<file path="src/design/ipv6t_pkg.sv">
// Shared types and constants for the IPv6 text-to-binary parser.
// No dependencies; every other design file imports this package.
package ipv6t_pkg;

	localparam int GROUP_W = 16;
	localparam int GROUPS = 8;
	localparam int GROUP_IDX_W = $clog2(GROUPS);
	localparam int ADDR_W = GROUP_W * GROUPS;
	localparam int HALF_W = ADDR_W / 2;

	localparam int CMD_DEPTH = 2;
	localparam int CMD_PTR_W = $clog2(CMD_DEPTH);
	localparam int RES_DEPTH = 2;
	localparam int RES_PTR_W = $clog2(RES_DEPTH);

	localparam logic [2:0] MAX_DIGITS = 3'd4;
	localparam logic [3:0] GROUP_LIMIT = 4'd8;
	localparam logic [3:0] GAP_GROUP_LIMIT = 4'd7;

	localparam logic [7:0] CHAR_COLON = 8'h3A;
	localparam logic [7:0] CHAR_ZERO = 8'h30;
	localparam logic [7:0] CHAR_NINE = 8'h39;
	localparam logic [7:0] CHAR_LOWER_A = 8'h61;
	localparam logic [7:0] CHAR_LOWER_F = 8'h66;
	localparam logic [7:0] CHAR_UPPER_A = 8'h41;
	localparam logic [7:0] CHAR_UPPER_F = 8'h46;
	localparam logic [7:0] LOWER_BIAS = 8'h57;
	localparam logic [7:0] UPPER_BIAS = 8'h37;

	typedef enum logic [1:0] {
		KIND_HEX,
		KIND_COLON,
		KIND_BAD
	} kind_t;

	typedef enum logic [1:0] {
		STAT_OK,
		STAT_BAD_CHAR,
		STAT_LONG_GROUP,
		STAT_BAD_COUNT
	} status_t;

	typedef struct packed {
		kind_t kind;
		logic [3:0] value;
		logic last;
	} cmd_t;

	typedef struct packed {
		logic [HALF_W-1:0] addr_high;
		logic [HALF_W-1:0] addr_low;
		status_t status;
	} result_t;

endpackage

</file>
<file path="src/design/ipv6t_front.sv">
// Front end of the IPv6 text parser: classifies each character and queues it.
// Depends on ipv6t_pkg.
module ipv6t_front (
	input  logic clk,
	input  logic arst_n,
	input  logic [7:0] char_code,
	input  logic is_last,
	input  logic push,
	output logic full,
	output ipv6t_pkg::cmd_t cmd,
	output logic cmd_valid,
	input  logic cmd_take
);
	import ipv6t_pkg::*;

	cmd_t in_cmd;
	cmd_t mem_q [CMD_DEPTH];
	logic [CMD_PTR_W-1:0] wr_q;
	logic [CMD_PTR_W-1:0] rd_q;
	logic [CMD_PTR_W:0] cnt_q;
	logic do_push;
	logic do_pop;

	always_comb begin
		in_cmd.last = is_last;
		in_cmd.value = 4'd0;
		priority if (char_code == CHAR_COLON) begin
			in_cmd.kind = KIND_COLON;
		end else if (char_code >= CHAR_ZERO && char_code <= CHAR_NINE) begin
			in_cmd.kind = KIND_HEX;
			in_cmd.value = char_code[3:0];
		end else if (char_code >= CHAR_LOWER_A && char_code <= CHAR_LOWER_F) begin
			in_cmd.kind = KIND_HEX;
			in_cmd.value = 4'(char_code - LOWER_BIAS);
		end else if (char_code >= CHAR_UPPER_A && char_code <= CHAR_UPPER_F) begin
			in_cmd.kind = KIND_HEX;
			in_cmd.value = 4'(char_code - UPPER_BIAS);
		end else begin
			in_cmd.kind = KIND_BAD;
		end
	end

	assign full = (cnt_q == (CMD_PTR_W+1)'(CMD_DEPTH));
	assign cmd_valid = (cnt_q != '0);
	assign cmd = mem_q[rd_q];
	assign do_push = push && !full;
	assign do_pop = cmd_take && cmd_valid;

	always_ff @(posedge clk) begin
		if (do_push) begin
			mem_q[wr_q] <= in_cmd;
		end
	end

	always_ff @(posedge clk or negedge arst_n) begin
		if (!arst_n) begin
			wr_q <= '0;
			rd_q <= '0;
			cnt_q <= '0;
		end else begin
			if (do_push) begin
				wr_q <= wr_q + CMD_PTR_W'(1);
			end
			if (do_pop) begin
				rd_q <= rd_q + CMD_PTR_W'(1);
			end
			unique case ({do_push, do_pop})
				2'b10: cnt_q <= cnt_q + (CMD_PTR_W+1)'(1);
				2'b01: cnt_q <= cnt_q - (CMD_PTR_W+1)'(1);
				default: cnt_q <= cnt_q;
			endcase
		end
	end

endmodule

</file>
<file path="src/design/ipv6t_back.sv">
// Back end of the IPv6 text parser: group accumulation, "::" expansion,
// checks, and the result queue. Depends on ipv6t_pkg.
module ipv6t_back (
	input  logic clk,
	input  logic arst_n,
	input  ipv6t_pkg::cmd_t cmd,
	input  logic cmd_valid,
	output logic cmd_take,
	output logic [ipv6t_pkg::HALF_W-1:0] addr_high,
	output logic [ipv6t_pkg::HALF_W-1:0] addr_low,
	output logic [1:0] status,
	output logic empty,
	input  logic pop
);
	import ipv6t_pkg::*;

	logic [GROUP_W-1:0] accum_q;
	logic [2:0] digits_q;
	logic [3:0] gcount_q;
	logic [3:0] gap_pos_q;
	logic gap_seen_q;
	logic colon_q;
	status_t err_q;
	logic [GROUP_W-1:0] head_q [GROUPS];
	logic [ADDR_W-1:0] tail_q;

	logic [GROUP_W-1:0] nx_accum;
	logic [2:0] nx_digits;
	logic [3:0] nx_gcount;
	logic [3:0] nx_gap_pos;
	logic nx_gap_seen;
	logic nx_colon;
	status_t nx_err;
	logic [GROUP_W-1:0] nx_head [GROUPS];
	logic [ADDR_W-1:0] nx_tail;
	logic [ADDR_W-1:0] full_addr;
	logic push_req;
	result_t res;

	result_t res_mem_q [RES_DEPTH];
	logic [RES_PTR_W-1:0] res_wr_q;
	logic [RES_PTR_W-1:0] res_rd_q;
	logic [RES_PTR_W:0] res_cnt_q;
	logic res_full;
	logic res_push;
	logic res_pop;

	always_comb begin
		nx_accum = accum_q;
		nx_digits = digits_q;
		nx_gcount = gcount_q;
		nx_gap_pos = gap_pos_q;
		nx_gap_seen = gap_seen_q;
		nx_colon = colon_q;
		nx_err = err_q;
		nx_head = head_q;
		nx_tail = tail_q;
		push_req = 1'b0;
		full_addr = '0;

		if (nx_err == STAT_OK) begin
			unique case (cmd.kind)
				KIND_COLON: begin
					if (nx_digits != 3'd0) begin
						push_req = 1'b1;
					end else if (nx_colon) begin
						if (nx_gap_seen) begin
							nx_err = STAT_BAD_COUNT;
						end else begin
							nx_gap_seen = 1'b1;
							nx_gap_pos = nx_gcount;
						end
					end
					nx_colon = 1'b1;
				end
				KIND_HEX: begin
					priority if (nx_colon && nx_gcount == 4'd0 && !nx_gap_seen) begin
						nx_err = STAT_BAD_COUNT;
					end else if (nx_digits >= MAX_DIGITS) begin
						nx_err = STAT_LONG_GROUP;
					end else begin
						nx_accum = {nx_accum[GROUP_W-5:0], cmd.value};
						nx_digits = nx_digits + 3'd1;
						nx_colon = 1'b0;
					end
				end
				default: nx_err = STAT_BAD_CHAR;
			endcase
		end

		// Groups before the "::" land at their own slot; later groups shift
		// into the tail, which leaves them right-aligned for the expansion.
		if (push_req || (cmd.last && nx_err == STAT_OK && nx_digits != 3'd0)) begin
			if (nx_gcount >= GROUP_LIMIT) begin
				nx_err = STAT_BAD_COUNT;
			end else begin
				if (nx_gap_seen) begin
					nx_tail = {nx_tail[ADDR_W-GROUP_W-1:0], nx_accum};
				end else begin
					nx_head[nx_gcount[GROUP_IDX_W-1:0]] = nx_accum;
				end
				nx_gcount = nx_gcount + 4'd1;
			end
			nx_accum = '0;
			nx_digits = 3'd0;
		end

		if (cmd.last) begin
			if (nx_err == STAT_OK && nx_colon &&
			    !(nx_gap_seen && nx_gap_pos == nx_gcount)) begin
				nx_err = STAT_BAD_COUNT;
			end
			if (nx_err == STAT_OK &&
			    (nx_gap_seen ? (nx_gcount > GAP_GROUP_LIMIT) : (nx_gcount != GROUP_LIMIT))) begin
				nx_err = STAT_BAD_COUNT;
			end
			for (int i = 0; i < GROUPS; i++) begin
				full_addr[ADDR_W-1-GROUP_W*i -: GROUP_W] = nx_head[i];
			end
			full_addr = full_addr | nx_tail;
			if (nx_err != STAT_OK) begin
				full_addr = '0;
			end
		end

		res.addr_high = full_addr[ADDR_W-1:HALF_W];
		res.addr_low = full_addr[HALF_W-1:0];
		res.status = nx_err;
	end

	assign res_full = (res_cnt_q == (RES_PTR_W+1)'(RES_DEPTH));
	assign cmd_take = cmd_valid && !(cmd.last && res_full);
	assign res_push = cmd_take && cmd.last;
	assign empty = (res_cnt_q == '0);
	assign res_pop = pop && !empty;
	assign addr_high = res_mem_q[res_rd_q].addr_high;
	assign addr_low = res_mem_q[res_rd_q].addr_low;
	assign status = res_mem_q[res_rd_q].status;

	always_ff @(posedge clk or negedge arst_n) begin
		if (!arst_n) begin
			accum_q <= '0;
			digits_q <= '0;
			gcount_q <= '0;
			gap_pos_q <= '0;
			gap_seen_q <= 1'b0;
			colon_q <= 1'b0;
			err_q <= STAT_OK;
			tail_q <= '0;
			for (int i = 0; i < GROUPS; i++) begin
				head_q[i] <= '0;
			end
		end else if (cmd_take) begin
			if (cmd.last) begin
				accum_q <= '0;
				digits_q <= '0;
				gcount_q <= '0;
				gap_pos_q <= '0;
				gap_seen_q <= 1'b0;
				colon_q <= 1'b0;
				err_q <= STAT_OK;
				tail_q <= '0;
				for (int i = 0; i < GROUPS; i++) begin
					head_q[i] <= '0;
				end
			end else begin
				accum_q <= nx_accum;
				digits_q <= nx_digits;
				gcount_q <= nx_gcount;
				gap_pos_q <= nx_gap_pos;
				gap_seen_q <= nx_gap_seen;
				colon_q <= nx_colon;
				err_q <= nx_err;
				tail_q <= nx_tail;
				head_q <= nx_head;
			end
		end
	end

	always_ff @(posedge clk) begin
		if (res_push) begin
			res_mem_q[res_wr_q] <= res;
		end
	end

	always_ff @(posedge clk or negedge arst_n) begin
		if (!arst_n) begin
			res_wr_q <= '0;
			res_rd_q <= '0;
			res_cnt_q <= '0;
		end else begin
			if (res_push) begin
				res_wr_q <= res_wr_q + RES_PTR_W'(1);
			end
			if (res_pop) begin
				res_rd_q <= res_rd_q + RES_PTR_W'(1);
			end
			unique case ({res_push, res_pop})
				2'b10: res_cnt_q <= res_cnt_q + (RES_PTR_W+1)'(1);
				2'b01: res_cnt_q <= res_cnt_q - (RES_PTR_W+1)'(1);
				default: res_cnt_q <= res_cnt_q;
			endcase
		end
	end

endmodule

</file>
<file path="src/design/ipv6_text_to_binary.sv">
// Top level of the IPv6 text-to-binary parser.
// Depends on ipv6t_pkg, ipv6t_front and ipv6t_back.
//
// Push the characters of one IPv6 address in colon-hexadecimal text, one
// word per cycle, with is_last set on the final character. When that
// character has been taken, one result word appears on the output queue
// holding the full 128-bit address in addr_high and addr_low and a status
// code: zero means the text was well formed, and any other code means the
// address fields read zero. The block takes one character every cycle while
// full is low; the result of an address is registered in the result queue
// once the back end takes its last character, since each character is first
// registered in the classifier queue and the group update in the back end is
// combinational. Characters keep flowing while fewer than two results wait to
// be popped; with two waiting, the last character of an address is held.
module ipv6_text_to_binary (
	input  logic clk,
	input  logic arst_n,
	input  logic [7:0] char_code,
	input  logic is_last,
	input  logic push,
	output logic full,
	output logic [63:0] addr_high,
	output logic [63:0] addr_low,
	output logic [1:0] status,
	output logic empty,
	input  logic pop
);
	import ipv6t_pkg::*;

	cmd_t cmd;
	logic cmd_valid;
	logic cmd_take;

	ipv6t_front u_front (
		.clk(clk),
		.arst_n(arst_n),
		.char_code(char_code),
		.is_last(is_last),
		.push(push),
		.full(full),
		.cmd(cmd),
		.cmd_valid(cmd_valid),
		.cmd_take(cmd_take)
	);

	ipv6t_back u_back (
		.clk(clk),
		.arst_n(arst_n),
		.cmd(cmd),
		.cmd_valid(cmd_valid),
		.cmd_take(cmd_take),
		.addr_high(addr_high),
		.addr_low(addr_low),
		.status(status),
		.empty(empty),
		.pop(pop)
	);

	assert property (@(posedge clk) disable iff (!arst_n)
		cmd_take |-> cmd_valid)
		else $error("Back end took a character from an empty queue.");

	assert property (@(posedge clk) disable iff (!arst_n)
		(!empty && status != STAT_OK) |-> (addr_high == '0 && addr_low == '0))
		else $error("A failed parse carries a nonzero address.");

	assert property (@(posedge clk) disable iff (!arst_n)
		(cmd_valid && cmd.last && empty) |=> !empty)
		else $error("Last character did not produce a result.");

endmodule

</file>
<file path="config.mk">
export PLATFORM = sky130hd
export DESIGN_NAME = ipv6_text_to_binary
export DESIGN_NICKNAME = d
export VERILOG_FILES = /design/src/design/ipv6t_pkg.sv /design/src/design/ipv6t_front.sv /design/src/design/ipv6t_back.sv /design/src/design/ipv6_text_to_binary.sv
export SDC_FILE = /design/constraint.sdc
export NUM_CORES = 1
export LEC_CHECK = 0
export ABC_AREA = 0
export BUFFER_PORTS_ARGS = -buffer_cell sky130_fd_sc_hd__buf_2
export CAP_MARGIN = 20
export CORE_MARGIN = 5
export CORE_UTILIZATION = 55
export CTS_CLUSTER_DIAMETER = 40
export CTS_CLUSTER_SIZE = 30
export DETAILED_ROUTE_END_ITERATION = 6
export PLACE_DENSITY = 0.73
export SLEW_MARGIN = 20
export SYNTH_ARGS = -nofsm -noshare
export SYNTH_HDL_FRONTEND = slang
export SYNTH_SLANG_ARGS = --single-unit
</file>
<file path="constraint.sdc">
create_clock -name clk -period 10.1 [get_ports clk]
set_input_delay 1.01 -clock clk [delete_from_list [all_inputs] [get_ports clk]]
set_output_delay 1.01 -clock clk [all_outputs]
set_load 0.01 [all_outputs]
</file>
# After elaboration in Yosys (flattened, before gate mapping)
# Memory sizes are Yosys's and may differ from the RTL's.
# Cells that the tools add are included.
[totals]
ram_bits = 274
inputBits = 13
register_bits = 295
output_inout_bits = 132
mem_count = 2
[mem_list]
columns = ["memory", "depth", "word_bits", "read_ports", "rd_ports_with_merged_regs", "write_ports", "line", "text"]
rows = [
  ["u_back.res_mem_q", 2, 130, 1, 0, 1, "ipv6t_back.sv:40", "result_t res_mem_q [RES_DEPTH];"],
  ["u_front.mem_q", 2, 7, 1, 0, 1, "ipv6t_front.sv:17", "cmd_t mem_q [CMD_DEPTH];"],
]
[classes]
reduce_logical = 37
n_addsub = 12
order_cmp = 11
eq_ne = 10
bitwise = 2
muxes = 75
[ops]
columns = ["operator", "count"]
rows = [
  ["$mux W128", 10],
  ["$bwmux W128", 1],
  ["$or A128 B128 Y128", 1],
  ["$mux W16", 7],
  ["$demux W16 S3", 1],
  ["$mux W4", 11],
  ["$mux W2", 16],
  ["$logic_and A1 B1 Y1", 18],
  ["$mux W3", 6],
  ["$mux W1", 17],
  ["$ge A8 B7 Y1 const B", 2],
  ["$le A8 B7 Y1 const B", 2],
  ["$logic_not A2 Y1", 6],
  ["$mux W6", 2],
  ["$pmux W2 S2", 3],
  ["$eq A2 B2 Y1 const B", 4],
  ["$eq A8 B6 Y1 const B", 1],
  ["$ge A4 B4 Y1 const B", 2],
  ["$ge A8 B6 Y1 const B", 1],
  ["$le A8 B6 Y1 const B", 1],
  ["$reduce_bool A2 Y1", 4],
  ["$sub A4 B3 Y4 const B", 2],
  ["$eq A2 B1 Y1 const B", 3],
  ["$reduce_bool A3 Y1", 2],
  ["15 further kinds", 24],
]

# Logic depth before layout (Yosys ltp)
[depth]
depth_word = 24
ltp_mapped = 13

# Hierarchy
# Synthesis repeated with hierarchy kept, for this count alone.
[hier_totals]
hier_cells = 2433
area_unflattened_um2 = 27546.4
[modules_own_cells]
columns = ["module", "seq_area_each_um2", "cells_each", "area_each_um2", "n_inst"]
rows = [
  ["ipv6t_back", 15089.5, 2364, 26626.8, 1],
  ["ipv6t_front", 520.5, 69, 919.6, 1],
]

# Least setup slack after synthesis
# OpenSTA, ideal clock, no wires.
[synth_path]
path_kind = "reg2reg"
from = "register u_front.rd_q"
to = "memory u_back.res_mem_q[0][0] in the netlist's numbering, enable pin"
path_stages_with_launch = 8
path_buffers = 1
arrival_time_ns = 6.935
period_less_slack_ns = 7.555
setup_slack_ns = 2.545
setup_time_ns = 0.621
cell_sequence = "dfrtp_1 > buf_4 > mux2_2 > nand3b_1 > o21ai_0 > inv_1 > nand2_1 > nor2_1"
[synth_via]
elab_chain_cells = 7
[synth_lines]
columns = ["element", "line", "text"]
rows = [
  ["start, declared", "ipv6t_front.sv:19", "logic [CMD_PTR_W-1:0] rd_q;"],
  ["start signal, assigned", "ipv6t_front.sv:65", "rd_q <= rd_q + CMD_PTR_W'(1);"],
  ["$mem_v2 Z2 W7", "--", ""],
  ["$logic_and A1 B1 Y1", "ipv6t_back.sv:132", "assign cmd_take = cmd_valid && !(cmd.last && res_full);"],
  ["$logic_not A1 Y1", "ipv6t_back.sv:132", ""],
  ["$logic_and A1 B1 Y1", "ipv6t_back.sv:132", ""],
  ["net cmd_take", "ipv6_text_to_binary.sv:32", "logic cmd_take;"],
  ["$logic_and A1 B1 Y1", "ipv6t_back.sv:133", "assign res_push = cmd_take && cmd.last;"],
  ["$mux W1", "ipv6t_back.sv:181", "if (res_push) begin"],
  ["$mux W1 (not written as such)", "ipv6t_back.sv:182", "res_mem_q[res_wr_q] <= res;"],
  ["end, declared", "ipv6t_back.sv:40", ""],
]
# The timed path passes the listed nets, and every way through them passes these cells.

# Final worst setup path
[layout_path]
from = "register u_back.gcount_q[0]"
to = "register u_back.tail_q[36]"
[layout_via]
elab_chain_cells = 12
elab_cells_between_ends = 18
cone_classes = "order compare: 1; mux: 9; reduce/logical: 8"
[layout_lines]
columns = ["element", "line", "text"]
rows = [
  ["start, declared", "ipv6t_back.sv:19", "logic [3:0] gcount_q;"],
  ["start signal, assigned", "ipv6t_back.sv:169", "gcount_q <= nx_gcount;"],
  ["$logic_not A4 Y1", "ipv6t_back.sv:77", "priority if (nx_colon && nx_gcount == 4'd0 && !nx_gap_seen) begin"],
  ["$logic_and A1 B1 Y1 (2 in series)", "ipv6t_back.sv:77", ""],
  ["$mux W2", "ipv6t_back.sv:77", ""],
  ["$pmux W2 S2", "ipv6t_back.sv:62", "unique case (cmd.kind)"],
  ["$mux W2", "ipv6t_back.sv:61", "if (nx_err == STAT_OK) begin"],
  ["$logic_not A2 Y1", "ipv6t_back.sv:93", "if (push_req || (cmd.last && nx_err == STAT_OK && nx_digits != 3'd0)) begin"],
  ["$logic_and A1 B1 Y1 (2 in series)", "ipv6t_back.sv:93", ""],
  ["$logic_or A1 B1 Y1", "ipv6t_back.sv:93", ""],
  ["$mux W128 (*)", "ipv6t_back.sv:93", ""],
  ["$mux W128 (*)", "ipv6t_back.sv:154", "if (cmd.last) begin"],
  ["end signal, assigned", "ipv6t_back.sv:174", "tail_q <= nx_tail;"],
  ["end, declared", "ipv6t_back.sv:25", "logic [ADDR_W-1:0] tail_q;"],
]
# Every way passes the cells marked *; elsewhere a longest branch is shown, timed or not.
# A chain may end at the register's enable or synchronous reset.

==> reports/results.tsv <==
metric	value	unit
die area	51200	um^2
CP Capture Type	register	
final setup skew	0.0354	ns
clock network latency to the later pin of the worst-skew pair	0.61	ns
hold path cells	2	
Layout area overhead	14.2	%
Yosys cell types	68	
layout cells sized above 1	0.251	
Max Fclk	201	MHz
GP Congestion	0.867	
warning count from the yosys run	0	
syn nets	2181	
CP Launch Type	register	
Final Hold Fails	0	
Core Footprint	46500	um^2
H-tree depth	3	
Cells after Synth	2158	
multi-input logic area	9490	um^2
Pwr Density	271	nW/um^2
Starting Density	0.554	
Die X-Extent	226	um
IO Port Bufs	144	
Seq/Total Area, Yosys	0.607	
Final Instance Count excl. Fillers	2903	
pin count of the biggest net entering global routing	131	
max-capacitance violation count	0	
CTS buffer count	71	
final period utilization	0.491	
Slew headroom	0.165	
setup TNS	0	ns
crit-path max FO	64	
gr ovfl total	0	
Final ANT Viol Nets	0	
Synth area leader	edfxtp_1	
Reg2Reg Depth	11	
Arr. time, crit path	5.48	ns
top cells by area, synth	edfxtp_1 (32%), dfrtp_1 (29%), a311oi_2 (6.1%)	
Yosys top cell area share	0.320	
Max Transition Viols Final	0	
nets	2259	
fin crit period	4.96	ns
worst endpoint required time	10.62	ns
initial antenna violation count	0	
First-pass DRT Iterations	6	
Final HPWL DP	40700	um
number of enable flip-flop cells after synthesis	274	
Filler cells	3508	
reg-to-reg critical path endpoint	u_back.tail_q[36]	
RSZ-0062 raised after global routing	no	
clk buf depth	3	
Routed WL	70000	um
detailed-route vias per instance	6.37	
DP Area	26900	um^2
Clock Sinks	569	
Fin Hold WS	0.479	ns
reg2reg start	u_back.gcount_q[0]	
Reg2Reg Setup Slack	5.14	ns
Rows	79	
Min-Delay Path Class	reg -> reg	
Setup crit end	u_back.tail_q[36]	
clock root buffer master	clkbuf_16	
commonest non-fill, non-tap cell in the layout	nand2_1	
GRT Total Usage	0.271	
Hold-fix buffers, CTS	0	
Via Count	18495	
Leak	10.7	nW
Power Total	7.96	mW
Main synth FF type	dfrtp_1	
# DRC	0	
worst slew pin tran	1.25	ns
num ports	145	
drt wl/cell	24.1	um
clock slew at reported path FFs	0.05	ns
first-pass GRT wire length	108000	um
Die Y	226	um
Worst Setup SP	u_back.gcount_q[0]	
placed cell count	2770	
synthesized area	25700	um^2
most frequent cells in the layout	nand2_1 (405), dfrtp_1 (294), edfxtp_1 (274), o21ai_0 (161), buf_2 (143)	
design area	29400	um^2
peak supply drop	0.409	mV
CTS tree	yes	
vias in the first global route	17744	
# resized after CTS	0	
status	completed	
Worst Setup Path Type	reg -> reg	
flops & latches, synth	569	
Synth async-reset ratio	0.518	
DR iter-0 viols	2188	
# setup viols final	0	
# Post-CTS Setup Buffers	0	
syn avg cell area	11.9	um^2
FF+latch area	15600	um^2
-- power breakdown --
part	switching, mW	total [mW]	leakage, nW	internal [mW]
clock	1.04	2.63	1.19	1.60
sequential	0.163	3.05	6.71	2.89
combinational	1.58	2.27	2.80	0.694
-- final cells by class --
class,instances,area share
multi-input cells,1409,0.323
flip-flops and latches,569,0.531
repair buffers,174,0.0336
inverters,11,0.00140
diodes,1,0.0000851
well taps,607,0.0258
clock inverters,48,0.0184
clock buffers,84,0.0664
-- synth_stat cells, types with 3 or more instances --
master	instances
a21boi_0	3
a21o_1	8
a21oi_1	135
a221oi_1	16
a22o_1	118
a311oi_1	8
a311oi_2	104
a31oi_1	3
and2_1	3
and3_1	4
buf_1	6
buf_2	29
buf_4	3
buf_6	11
clkbuf_1	120
dfrtp_1	295
edfxtp_1	274
ha_1	10
inv_1	10
mux2_2	132
mux2i_1	18
nand2_1	406
nand2b_1	16
nand4_2	7
nor2_1	143
nor2b_1	6
nor3_1	23
nor4_1	3
o21ai_0	163
o21ai_1	20
xnor2_1	11
xor2_1	5
-- metrics by stage --
step	utilization	worst slack, ns
after floorplan	-	2.54
after CTS	0.632	5.19
after global placement	0.579	5.21
after global routing	0.633	4.82
after detailed placement	0.579	5.21
final	0.633	5.14
-- registers in the layout (all words and copies together) (netlist names), 2 cells and up --
register / count
u_back.res_mem_q: 260
u_front.cnt_q: 2
u_back.gap_pos_q: 4
u_back.digits_q: 3
u_front.mem_q: 14
u_back.accum_q: 16
u_back.tail_q: 128
u_back.head_q: 128
u_back.res_cnt_q: 2
u_back.err_q: 2
u_back.gcount_q: 4
-- cell families (layout without fill, tap and decap cells) --
kind of cell / count (synthesis) / after routing / share of synthesized area
xor gates and xnor gates: 16 / 16 / 0.00545
AOI/OAI and AO/OA: 604 / 604 / 0.185
and+or+nand+nor: 627 / 627 / 0.101
other: 0 / 1 / 0
buffers and inverters: 180 / 317 / 0.0313
muxes: 152 / 152 / 0.0659
DFF: 569 / 569 / 0.607
adders and majority gates: 10 / 10 / 0.00486
-- critical path: stages, from the launching register on --
cell	delay, ns
dfrtp_1	0.61
clkinv_1	0.33
ha_1	0.30
nand4bb_1	0.20
o21ba_2	0.17
a2bb2oi_1	0.31
a41o_1	0.66
nand2_4	0.54
nor2_4	0.22
buf_4	0.51
buf_4	0.76
a22o_1	0.26
-- routing by layer --
| layer | part of all wire | track usage | wire (um) | vias up |
|---|---|---|---|---|
| li1 | - | - | - | 8119 |
| met1 | 0.41 | 0.394 | 28900 | 9304 |
| met2 | 0.47 | 0.420 | 32800 | 952 |
| met3 | 0.087 | 0.0452 | 6110 | 120 |
| met4 | 0.030 | 0.0930 | 2120 | 0 |
| met5 | 0 | 0 | 0 | - |
-- worst min path at each step --
stage,startpoint,endpoint
6_report,u_back.head_q[19],u_back.head_q[19]
5_1_grt,u_back.head_q[22],u_back.head_q[22]
4_1_cts,u_back.head_q[19],u_back.head_q[19]
3_5_place_dp,u_back.head_q[19],u_back.head_q[19]
3_3_place_gp,u_back.head_q[68],u_back.head_q[68]
2_1_floorplan,u_back.accum_q[12],u_back.accum_q[12]
No activity file was read; power rests on OpenSTA's default activity.
